$ cat src/rtl/diff_drive_imu_odometry_defines.svh
// assertion macros for the odometry block
`ifndef DIFF_DRIVE_IMU_ODOMETRY_DEFINES_SVH
`define DIFF_DRIVE_IMU_ODOMETRY_DEFINES_SVH

// same-cycle implication, checked outside reset
`define ODO_ASSERT(lbl, ante, cons) \
  lbl: assert property (@(posedge clk_i) disable iff (!rst_ni) (ante) |-> (cons)) \
    else $error("odometry check failed");

// next-cycle implication, checked outside reset
`define ODO_ASSERT_NXT(lbl, ante, cons) \
  lbl: assert property (@(posedge clk_i) disable iff (!rst_ni) (ante) |=> (cons)) \
    else $error("odometry check failed");

`endif

$ cat src/rtl/odo_pkg.sv
`timescale 1ns / 1ps
package odo_pkg;

  localparam int POS_W       = 48;
  localparam int QFRAC       = 15;
  localparam int TRIG_FRAC   = 15;
  localparam int TRIG_W      = 17;
  localparam int TRIG_MAX    = 65535;
  localparam int TRIG_MIN    = -65536;
  localparam int DPT_W       = 16;
  localparam int DC_W        = 42;
  localparam int ROT_W       = 21;
  localparam int DXY_W       = 48;
  localparam int ACC_W       = 64;
  localparam int MB_W        = 21;
  localparam int DVD_W       = 62;
  localparam int DVS_W       = 34;
  localparam int SPEED_SCALE = 1000000;
  localparam logic [DPT_W-1:0] DPT_RESET = 16'd2196;

  localparam logic OP_CAPTURE = 1'b0;
  localparam logic OP_UPDATE  = 1'b1;

  typedef struct packed {
    logic               opcode;
    logic signed [31:0] left_ticks;
    logic signed [31:0] right_ticks;
    logic signed [15:0] quat_z;
    logic signed [15:0] quat_w;
    logic signed [15:0] yaw_rate;
    logic        [31:0] timestamp_us;
  } in_item_t;

  typedef struct packed {
    logic signed [POS_W-1:0] pos_x;
    logic signed [POS_W-1:0] pos_y;
    logic signed [31:0]      speed;
    logic signed [15:0]      heading_z;
    logic signed [15:0]      heading_w;
    logic signed [15:0]      yaw_rate_out;
    logic                    zero_interval;
  } out_item_t;

  typedef struct packed {
    logic start;
    logic accum;
    logic neg;
  } mac_cmd_t;

endpackage

$ cat src/rtl/odo_mac.sv
`timescale 1ns / 1ps
module odo_mac import odo_pkg::*; (
  input  logic                    clk_i,
  input  logic                    rst_ni,
  input  mac_cmd_t                cmd_i,
  input  logic signed [ACC_W-1:0] a_i,
  input  logic signed [MB_W-1:0]  b_i,
  output logic                    busy_o,
  output logic signed [ACC_W-1:0] acc_o
);

  localparam int CNT_W = $clog2(MB_W);
  localparam logic [CNT_W-1:0] LAST = CNT_W'(MB_W - 1);

  logic                    busy_q;
  logic [CNT_W-1:0]        cnt_q;
  logic signed [ACC_W-1:0] a_q;
  logic signed [MB_W-1:0]  b_q;
  logic                    neg_q;
  logic signed [ACC_W-1:0] acc_q, acc_d;
  logic                    sub;

  // the top multiplier bit carries negative weight
  always_comb begin
    sub   = neg_q ^ (cnt_q == LAST);
    acc_d = acc_q;
    if (b_q[0]) begin
      acc_d = sub ? (acc_q - a_q) : (acc_q + a_q);
    end
  end

  always_ff @(posedge clk_i or negedge rst_ni) begin
    if (!rst_ni) begin
      busy_q <= 1'b0;
      cnt_q  <= '0;
    end else if (cmd_i.start) begin
      busy_q <= 1'b1;
      cnt_q  <= '0;
    end else if (busy_q) begin
      cnt_q <= cnt_q + 1'b1;
      if (cnt_q == LAST) begin
        busy_q <= 1'b0;
      end
    end
  end

  always_ff @(posedge clk_i) begin
    if (cmd_i.start) begin
      a_q   <= a_i;
      b_q   <= b_i;
      neg_q <= cmd_i.neg;
      if (!cmd_i.accum) begin
        acc_q <= '0;
      end
    end else if (busy_q) begin
      acc_q <= acc_d;
      a_q   <= a_q <<< 1;
      b_q   <= b_q >>> 1;
    end
  end

  assign busy_o = busy_q;
  assign acc_o  = acc_q;

endmodule

$ cat src/rtl/odo_div.sv
`timescale 1ns / 1ps
module odo_div import odo_pkg::*; (
  input  logic             clk_i,
  input  logic             rst_ni,
  input  logic             start_i,
  input  logic [DVD_W-1:0] dividend_i,
  input  logic [DVS_W-1:0] divisor_i,
  output logic             busy_o,
  output logic [DVD_W-1:0] quot_o
);

  localparam int CNT_W = $clog2(DVD_W);
  localparam logic [CNT_W-1:0] LAST = CNT_W'(DVD_W - 1);

  logic             busy_q;
  logic [CNT_W-1:0] cnt_q;
  logic [DVD_W-1:0] dvd_q, dvd_d;
  logic [DVS_W-1:0] dvs_q;
  logic [DVS_W-1:0] rem_q, rem_d;
  logic [DVS_W:0]   rem_sh, rem_n;
  logic             ge;

  // restoring step, quotient bits shift in behind the dividend
  always_comb begin
    rem_sh = {rem_q, dvd_q[DVD_W-1]};
    ge     = rem_sh >= {1'b0, dvs_q};
    rem_n  = ge ? (rem_sh - {1'b0, dvs_q}) : rem_sh;
    rem_d  = rem_n[DVS_W-1:0];
    dvd_d  = {dvd_q[DVD_W-2:0], ge};
  end

  always_ff @(posedge clk_i or negedge rst_ni) begin
    if (!rst_ni) begin
      busy_q <= 1'b0;
      cnt_q  <= '0;
    end else if (start_i) begin
      busy_q <= 1'b1;
      cnt_q  <= '0;
    end else if (busy_q) begin
      cnt_q <= cnt_q + 1'b1;
      if (cnt_q == LAST) begin
        busy_q <= 1'b0;
      end
    end
  end

  always_ff @(posedge clk_i) begin
    if (start_i) begin
      dvd_q <= dividend_i;
      dvs_q <= divisor_i;
      rem_q <= '0;
    end else if (busy_q) begin
      dvd_q <= dvd_d;
      rem_q <= rem_d;
    end
  end

  assign busy_o = busy_q;
  assign quot_o = dvd_q;

endmodule

$ cat src/rtl/diff_drive_imu_odometry.sv
`timescale 1ns / 1ps
// Wheel odometry with IMU heading.
// Input channel in_valid_i / in_stall_o carries one sample item; opcode capture
// stores it as the reference and gives no result, opcode update gives one
// result item on out_valid_o / out_stall_i with position, speed and heading.
// distance_per_tick is written through cfg_we_i / cfg_wdata_i; the user must
// write it only while idle, since the block itself does not enforce this.
// All products run on one shift-add multiply unit, one multiplier bit per
// cycle; speed uses a radix-2 divider, one quotient bit per cycle.
// in_stall_o stays high while a capture or update item is in work, so one
// item is in work at a time.
// A finished result waits in the output register while the next item is
// accepted; if the next result is ready and the register is still held by
// out_stall_i, the block waits before loading it.
// Reset clears position, references (heading 1.0) and sets distance_per_tick
// to 2196; all channels come out of reset empty.
`include "diff_drive_imu_odometry_defines.svh"
module diff_drive_imu_odometry import odo_pkg::*; (
  input  logic             clk_i,
  input  logic             rst_ni,
  input  logic             in_valid_i,
  output logic             in_stall_o,
  input  in_item_t         in_item_i,
  output logic             out_valid_o,
  input  logic             out_stall_i,
  output out_item_t        out_item_o,
  input  logic             cfg_we_i,
  input  logic [DPT_W-1:0] cfg_wdata_i
);

  typedef enum logic [2:0] {
    P_IDLE, P_LOAD, P_RUN, P_POST, P_DIV, P_FINISH
  } phase_e;

  typedef enum logic [3:0] {
    S_CC, S_CS, S_DC, S_CDT0, S_CDT1, S_SDT0, S_SDT1, S_DX, S_DY,
    S_IX0, S_IX1, S_IY0, S_IY1, S_SPD
  } step_e;

  phase_e phase_q;
  step_e  step_q;

  in_item_t                 in_q;
  out_item_t                out_q;
  logic                     out_valid_q;
  logic [DPT_W-1:0]         dpt_q;
  logic signed [31:0]       ref_left_q, ref_right_q;
  logic [31:0]              ref_time_q;
  logic signed [TRIG_W-1:0] ref_cos_q, ref_sin_q;
  logic signed [POS_W-1:0]  acc_x_q, acc_y_q;
  logic signed [TRIG_W-1:0] cc_q, cs_q;
  logic signed [DC_W-1:0]   dc_q;
  logic signed [ROT_W-1:0]  cdt_q, sdt_q;
  logic signed [DXY_W-1:0]  dx_q, dy_q;
  logic signed [31:0]       spd_q;
  logic                     zero_q;
  logic                     num_neg_q;

  logic signed [15:0]       hz;
  logic signed [31:0]       diff_l, diff_r;
  logic signed [32:0]       dsum;
  logic [31:0]              dt;
  mac_cmd_t                 mac_cmd;
  logic signed [ACC_W-1:0]  mac_a;
  logic signed [MB_W-1:0]   mac_b;
  logic                     mac_busy;
  logic signed [ACC_W-1:0]  mac_acc;
  logic signed [ACC_W-1:0]  num_abs;
  logic signed [ACC_W-1:0]  cos_pre;
  logic                     div_start;
  logic                     div_busy;
  logic [DVD_W-1:0]         div_quot;
  logic signed [31:0]       spd_sat;
  logic                     out_ld;
  logic                     in_acc;

  function automatic logic signed [ACC_W-1:0] rnd_shr(input logic signed [ACC_W-1:0] v,
                                                      input int unsigned s);
    logic signed [ACC_W-1:0] t;
    t = v + $signed(ACC_W'(1) << (s - 1));
    return t >>> s;
  endfunction

  function automatic logic signed [TRIG_W-1:0] clamp_trig(input logic signed [ACC_W-1:0] v);
    logic signed [ACC_W-1:0] r;
    r = v;
    if (v > ACC_W'(TRIG_MAX)) begin
      r = ACC_W'(TRIG_MAX);
    end else if (v < ACC_W'(TRIG_MIN)) begin
      r = ACC_W'(TRIG_MIN);
    end
    return TRIG_W'(r);
  endfunction

  assign in_acc     = in_valid_i && !in_stall_o;
  assign in_stall_o = (phase_q != P_IDLE);
  assign hz         = (in_q.quat_z == 16'sh8000) ? 16'sh7FFF : -in_q.quat_z;
  assign diff_l     = in_q.left_ticks - ref_left_q;
  assign diff_r     = in_q.right_ticks - ref_right_q;
  assign dsum       = 33'(diff_l) + 33'(diff_r);
  assign dt         = in_q.timestamp_us - ref_time_q;
  assign num_abs    = mac_acc[ACC_W-1] ? -mac_acc : mac_acc;
  assign cos_pre    = $signed(ACC_W'(1) << (2 * QFRAC)) - (mac_acc <<< 1);
  assign out_ld     = (phase_q == P_FINISH) && (!out_valid_q || !out_stall_i);
  assign div_start  = (phase_q == P_POST) && (step_q == S_SPD) && (dt != '0);

  // operand selection for the shared multiply unit
  always_comb begin
    mac_cmd.start = (phase_q == P_LOAD);
    mac_cmd.accum = 1'b0;
    mac_cmd.neg   = 1'b0;
    mac_a         = '0;
    mac_b         = '0;
    unique case (step_q)
      S_CC: begin
        mac_a = ACC_W'(hz);
        mac_b = MB_W'(hz);
      end
      S_CS: begin
        mac_a = ACC_W'(hz);
        mac_b = MB_W'(in_q.quat_w);
      end
      S_DC: begin
        mac_a = ACC_W'(dsum);
        mac_b = MB_W'($signed({1'b0, dpt_q}));
      end
      S_CDT0: begin
        mac_a = ACC_W'(ref_cos_q);
        mac_b = MB_W'(cc_q);
      end
      S_CDT1: begin
        mac_a         = ACC_W'(ref_sin_q);
        mac_b         = MB_W'(cs_q);
        mac_cmd.accum = 1'b1;
      end
      S_SDT0: begin
        mac_a = ACC_W'(ref_cos_q);
        mac_b = MB_W'(cs_q);
      end
      S_SDT1: begin
        mac_a         = ACC_W'(ref_sin_q);
        mac_b         = MB_W'(cc_q);
        mac_cmd.accum = 1'b1;
        mac_cmd.neg   = 1'b1;
      end
      S_DX: begin
        mac_a = ACC_W'(dc_q);
        mac_b = cdt_q;
      end
      S_DY: begin
        mac_a = ACC_W'(dc_q);
        mac_b = sdt_q;
      end
      S_IX0: begin
        mac_a = ACC_W'(dx_q);
        mac_b = MB_W'(cc_q);
      end
      S_IX1: begin
        mac_a         = ACC_W'(dy_q);
        mac_b         = MB_W'(cs_q);
        mac_cmd.accum = 1'b1;
        mac_cmd.neg   = 1'b1;
      end
      S_IY0: begin
        mac_a = ACC_W'(dx_q);
        mac_b = MB_W'(cs_q);
      end
      S_IY1: begin
        mac_a         = ACC_W'(dy_q);
        mac_b         = MB_W'(cc_q);
        mac_cmd.accum = 1'b1;
      end
      S_SPD: begin
        mac_a = ACC_W'(dc_q);
        mac_b = MB_W'(SPEED_SCALE);
      end
      default: begin
        mac_a = '0;
        mac_b = '0;
      end
    endcase
  end

  // truncated quotient, then saturate to 32 bits
  always_comb begin
    if (num_neg_q) begin
      spd_sat = (div_quot > DVD_W'(64'd2147483648)) ? 32'sh80000000
                                                     : $signed(32'd0 - div_quot[31:0]);
    end else begin
      spd_sat = (div_quot > DVD_W'(64'd2147483647)) ? 32'sh7FFFFFFF
                                                     : $signed(div_quot[31:0]);
    end
  end

  odo_mac u_mac (
    .clk_i  (clk_i),
    .rst_ni (rst_ni),
    .cmd_i  (mac_cmd),
    .a_i    (mac_a),
    .b_i    (mac_b),
    .busy_o (mac_busy),
    .acc_o  (mac_acc)
  );

  odo_div u_div (
    .clk_i      (clk_i),
    .rst_ni     (rst_ni),
    .start_i    (div_start),
    .dividend_i (num_abs[DVD_W-1:0]),
    .divisor_i  ({dt, 2'b00}),
    .busy_o     (div_busy),
    .quot_o     (div_quot)
  );

  always_ff @(posedge clk_i or negedge rst_ni) begin
    if (!rst_ni) begin
      phase_q     <= P_IDLE;
      step_q      <= S_CC;
      out_valid_q <= 1'b0;
      dpt_q       <= DPT_RESET;
      ref_left_q  <= '0;
      ref_right_q <= '0;
      ref_time_q  <= '0;
      ref_cos_q   <= TRIG_W'(1 << TRIG_FRAC);
      ref_sin_q   <= '0;
      acc_x_q     <= '0;
      acc_y_q     <= '0;
    end else begin
      if (cfg_we_i) begin
        dpt_q <= cfg_wdata_i;
      end
      if (out_ld) begin
        out_valid_q <= 1'b1;
      end else if (out_valid_q && !out_stall_i) begin
        out_valid_q <= 1'b0;
      end
      unique case (phase_q)
        P_IDLE: begin
          if (in_valid_i) begin
            phase_q <= P_LOAD;
            step_q  <= S_CC;
          end
        end
        P_LOAD: begin
          phase_q <= P_RUN;
        end
        P_RUN: begin
          if (!mac_busy) begin
            phase_q <= P_POST;
          end
        end
        P_POST: begin
          unique case (step_q)
            S_CS: begin
              if (in_q.opcode == OP_CAPTURE) begin
                ref_left_q  <= in_q.left_ticks;
                ref_right_q <= in_q.right_ticks;
                ref_time_q  <= in_q.timestamp_us;
                ref_cos_q   <= cc_q;
                ref_sin_q   <= clamp_trig(rnd_shr(mac_acc <<< 1, 2 * QFRAC - TRIG_FRAC));
                phase_q     <= P_IDLE;
              end else begin
                step_q  <= S_DC;
                phase_q <= P_LOAD;
              end
            end
            S_IX1: begin
              acc_x_q <= acc_x_q + POS_W'(rnd_shr(mac_acc, TRIG_FRAC + 2));
              step_q  <= S_IY0;
              phase_q <= P_LOAD;
            end
            S_IY1: begin
              acc_y_q <= acc_y_q + POS_W'(rnd_shr(mac_acc, TRIG_FRAC + 2));
              step_q  <= S_SPD;
              phase_q <= P_LOAD;
            end
            S_SPD: begin
              phase_q <= (dt == '0) ? P_FINISH : P_DIV;
            end
            default: begin
              step_q  <= step_e'(step_q + 1'b1);
              phase_q <= P_LOAD;
            end
          endcase
        end
        P_DIV: begin
          if (!div_busy) begin
            phase_q <= P_FINISH;
          end
        end
        P_FINISH: begin
          if (out_ld) begin
            ref_left_q  <= in_q.left_ticks;
            ref_right_q <= in_q.right_ticks;
            ref_time_q  <= in_q.timestamp_us;
            ref_cos_q   <= cc_q;
            ref_sin_q   <= cs_q;
            phase_q     <= P_IDLE;
          end
        end
        default: begin
          phase_q <= P_IDLE;
        end
      endcase
    end
  end

  // datapath registers
  always_ff @(posedge clk_i) begin
    if (in_acc) begin
      in_q <= in_item_i;
    end
    if (phase_q == P_POST) begin
      unique case (step_q)
        S_CC:    cc_q  <= clamp_trig(rnd_shr(cos_pre, 2 * QFRAC - TRIG_FRAC));
        S_CS:    cs_q  <= clamp_trig(rnd_shr(mac_acc <<< 1, 2 * QFRAC - TRIG_FRAC));
        S_DC:    dc_q  <= DC_W'(rnd_shr(mac_acc, 8));
        S_CDT1:  cdt_q <= ROT_W'(rnd_shr(mac_acc, TRIG_FRAC));
        S_SDT1:  sdt_q <= ROT_W'(rnd_shr(mac_acc, TRIG_FRAC));
        S_DX:    dx_q  <= DXY_W'(rnd_shr(mac_acc, TRIG_FRAC));
        S_DY:    dy_q  <= DXY_W'(rnd_shr(mac_acc, TRIG_FRAC));
        S_SPD: begin
          num_neg_q <= mac_acc[ACC_W-1];
          spd_q     <= '0;
          zero_q    <= (dt == '0);
        end
        default: begin
        end
      endcase
    end
    if (phase_q == P_DIV && !div_busy) begin
      spd_q <= spd_sat;
    end
    if (out_ld) begin
      out_q.pos_x         <= acc_x_q;
      out_q.pos_y         <= acc_y_q;
      out_q.speed         <= spd_q;
      out_q.heading_z     <= hz;
      out_q.heading_w     <= in_q.quat_w;
      out_q.yaw_rate_out  <= in_q.yaw_rate;
      out_q.zero_interval <= zero_q;
    end
  end

  assign out_valid_o = out_valid_q;
  assign out_item_o  = out_q;

  `ODO_ASSERT(a_idle_units, !in_stall_o, !mac_busy && !div_busy)
  `ODO_ASSERT(a_one_unit, mac_busy, !div_busy)
  `ODO_ASSERT_NXT(a_busy_after_take, in_valid_i && !in_stall_o, in_stall_o)

endmodule

$ cat config.mk
export PLATFORM = sky130hd
export DESIGN_NAME = diff_drive_imu_odometry
export DESIGN_NICKNAME = d
export VERILOG_FILES = /design/src/rtl/odo_pkg.sv /design/src/rtl/odo_mac.sv /design/src/rtl/odo_div.sv /design/src/rtl/diff_drive_imu_odometry.sv
export VERILOG_INCLUDE_DIRS = /design/src /design/src/rtl
export SDC_FILE = /design/constraint.sdc
export NUM_CORES = 2
export LEC_CHECK = 0
export BUFFER_PORTS_ARGS = -buffer_cell sky130_fd_sc_hd__clkbuf_2
export CAP_MARGIN = 20
export CELL_PAD_IN_SITES_DETAIL_PLACEMENT = 1
export CELL_PAD_IN_SITES_GLOBAL_PLACEMENT = 1
export CORE_AREA = 2 2 364 366
export DETAILED_ROUTE_END_ITERATION = 8
export DIE_AREA = 0 0 366 368
export PLACE_DENSITY = 0.88
export SLEW_MARGIN = 15
export SYNTH_ARGS = -nofsm -noshare
export SYNTH_HDL_FRONTEND = slang
export SYNTH_SLANG_ARGS = --single-unit
$ cat constraint.sdc
create_clock -name clk_i -period 15.43 [get_ports clk_i]
set_input_delay 3.086 -clock clk_i [delete_from_list [all_inputs] [get_ports clk_i]]
set_output_delay 3.086 -clock clk_i [all_outputs]
set_load 0.01 [all_outputs]
==> impl_metrics.yaml <==
run_status:
  outcome: "finished with violations"
  violations: "DRC"
route:
  drc: 3
  wl_per_cell_um: 27.90
  ant_nets: 0
  vias: 55130
  drt-initial-drc-count: 6674
  viasPerCell: 6.521
  totalWireLength_mm: 235.9
  firstDrtPassIters: 9
worst_setup_path:
  cp_slowest_cell: "edfxtp_1"
  path_max_fanout: 12
  startpoint_type: "flip-flop"
  crit_arrival_ns: 7.23
  required_ns: 16.06
  r2r_cells: 17
  path_class: "flip-flop to flip-flop"
  end_kind: "flip-flop"
  crit_chain: "nand3_2 -> nor2_1 -> nand3_1 -> nor2_1 -> xor2_1 -> ha_1 -> and3_1 -> nand3_1 -> o31ai_1 -> a31oi_1 -> o21ai_1 -> a211oi_2 -> o31ai_1 -> a31oi_1 -> o21ai_0 -> xnor2_1 -> o21ai_0"
  slowest_delay_ns: 0.68
timing:
  slew_headroom_pct: 10.13
  fmax_ghz: 0.1516
  worst_pin_slew_ns: 1.334
  fin_crit_ns: 6.597
  setup_viol: 0
  setup-tns-final_ns: 0
  clock_skew_ns: 0.1138
  post-route-period-util_pct: 42.75
  final_max_slew_viol_count: 0
  hold_viol: 0
  grt_setup_unrepaired: "false"
global_routing:
  grt_max_degree: 112
  grt_pass1_vias: 57320
  grt_overflow: 0
  grt_pass1_wl_mm: 356.1
  grt.total_usage_pct: 34.06
  antenna_found_initial: 11
clock_tree:
  htree_levels: 3
  cts_tree: "built"
  cts-root-buf: "clkbuf_16"
  numCtsBuffers: 121
  clk_latency_ns: 0.83
  clk_pin_slew_ns: 0.06
  cts_num_sinks: 1111
  post_cts_buffers: 0
  cts_hold_buf: 0
  cts_resized: 0
  ctsLongestPathBuffers: 3
layout:
  num-fill-cells: 14220
  fin_util_pct: 55.55
  nNetsFinal: 7096
  syn_to_final_growth_pct: 12.07
  regArea_um2: 31710
  drive_gt1_share_pct: 12.20
  multi_input_area_um2: 31160
yosys:
  ys_types: 110
  synth_top_area_share_pct: 37.70
  ys_top_cells_by_area: "edfxtp_1 (38%), dfrtp_1 (10%), ha_1 (6.5%)"
  synth_async_sr_flop_share_pct: 23.67
  syn-cell-area_um2: 64840
  yosysTopAreaCell: "edfxtp_1"
  synth-main-ff-cell: "edfxtp_1"
  synth_edf_count: 814
  yosys.area_share.simple_pct: 13.98
  synth_mux_area_share_pct: 2.177
  synth_top_family_by_area: "compound AO/OA/AOI/OAI gates"
  synth.most_common_cell: "edfxtp_1"
  synth-seq-area-share_pct: 48.91
  synth_fa_ha_area_share_pct: 6.711
  synth_seq_cells: 1111
  synth_cells: 6312
  synth_compound_area_share_pct: 16.37
  syn-num-nets: 6821
  synth_xor_area_share_pct: 8.591
  ys_warn_count: 0
  synth.top_cells.by_count: "edfxtp_1 (814), nand2_1 (745), o21ai_0 (465), nor2_1 (431), xnor2_1 (383)"
  syn_avg_cell_area_um2: 10.27
power_and_ir_drop:
  leakage_nw: 29.21
  p_per_area_nw_per_um2: 241.5
  ir_drop_mv: 0.1862
floorplanning:
  io_pins: 345
  dieArea_um2: 134700
  die_w_um: 366
  core_region_area_um2: 130800
  dieHeight_um: 368
  rows: 133
  initial_core_util_pct: 49.57
placement:
  gp_congestion: 0.9902
  io_buffer_count: 344
  hpwl_mm: 164.4
min_path:
  holdPathStages: 0
  hold_class: "flip-flop to flip-flop"
job:
  cap_viol_max_count: 0
==> report_power, final <==
| part | switching (mW) | internal, mW | total, mW |
|---|---|---|---|
| Combinational | 6.36 | 3.41 | 9.77 |
| Clock | 1.35 | 1.70 | 3.06 |
| Sequential | 0.622 | 4.10 | 4.72 |
==> placed cells by master, fill, tap and decap left out, types with 62 or more instances in the layout <==
master	instances
edfxtp_1	814
nand2_1	745
o21ai_0	464
nor2_1	427
xnor2_1	382
a21oi_1	378
clkbuf_2	343
ha_1	335
inv_1	258
dfrtp_1	257
xor2_1	250
a21o_1	197
nand3_1	131
clkbuf_16	124
nor3_1	104
buf_4	84
nand4_1	80
nor4_1	63
mux2_2	62
==> flip-flops by register name, summed over array words and instances (netlist names), 21 cells and up <==
name and count:
out_item_o 177, in_q 145, ref_right_q 32, ref_time_q 32
u_mac.b_q 21, dx_q 48, u_mac.a_q 64, dy_q 48
acc_y_q 48, u_div.dvs_q 32, dc_q 42, u_div.quot_o 62
cdt_q 21, spd_q 32, acc_x_q 48, ref_left_q 32
u_div.rem_q 34, u_mac.acc_o 64, sdt_q 21
==> area by class of cell <==
| type | count | area share [%] |
|---|---|---|
| diodes | 4 | 0.01378 |
| clock buffers | 174 | 4.790 |
| clock inverters | 58 | 0.9350 |
| inverters | 261 | 1.348 |
| multi-input cells | 4659 | 42.89 |
| flip-flops and latches | 1111 | 43.64 |
| well taps | 1755 | 3.022 |
| repair buffers | 433 | 3.361 |
==> worst paths after layout <==
check	from	end	slack (ns)
setup / recovery	u_mac.acc_o[16]	acc_x_q[44]	8.83
hold / removal	in_q[32]	out_item_o[1]	0.38
setup reg to reg	u_mac.acc_o[16]	acc_x_q[44]	8.83
hold reg to reg	in_q[32]	out_item_o[1]	0.38
max in group asynchronous	rst_ni	u_div.busy_o	10.90
min in group asynchronous	rst_ni	acc_y_q[28]	2.32
==> worst max-delay path, delay by kind of cell (launching register included) <==
kind	cells	cell delay [ns]
AO/OA/AOI/OAI	8	3.15
AND/OR/NAND/NOR	6	1.70
flip-flops	1	0.68
XOR/XNOR	2	0.45
adder cells (fa/ha/maj)	1	0.44
==> through the flow <==
stage | instance area [um^2] | hold WS, ns | std cells | worst slack [ns] | total power [mW]
after floorplan | 64840 | 0.4003 | 6312 | 1.670 | 10.99
after global placement | 68400 | 0.4012 | 8214 | 9.294 | 13.40
after detailed placement | 68450 | 0.4063 | 8217 | 8.970 | 13.91
after CTS | 72610 | 0.3825 | 8449 | 8.942 | 17.17
after global routing | 72660 | 0.3881 | 8452 | 8.371 | 18.33
final | 72660 | 0.3761 | 8455 | 8.833 | 17.55
==> cells by family after synthesis <==
logic type	count (synthesis)
AOI/OAI and AO/OA	1640
and+or+nand+nor	1918
buffers and inverters	542
xor gates and xnor gates	636
adders and majority gates	343
DFF	1111
muxes	122
==> layer usage <==
metal  track usage [%]  vias to the layer above  share of wire, %
met3             7.945                      912               9.2
li1                  -                    23680                 -
met1             41.78                    27420                38
met4             18.19                       16               6.0
met2             55.82                     3109                47
met5                 0                        -             0.046
(Power assumes the default switching activity.)
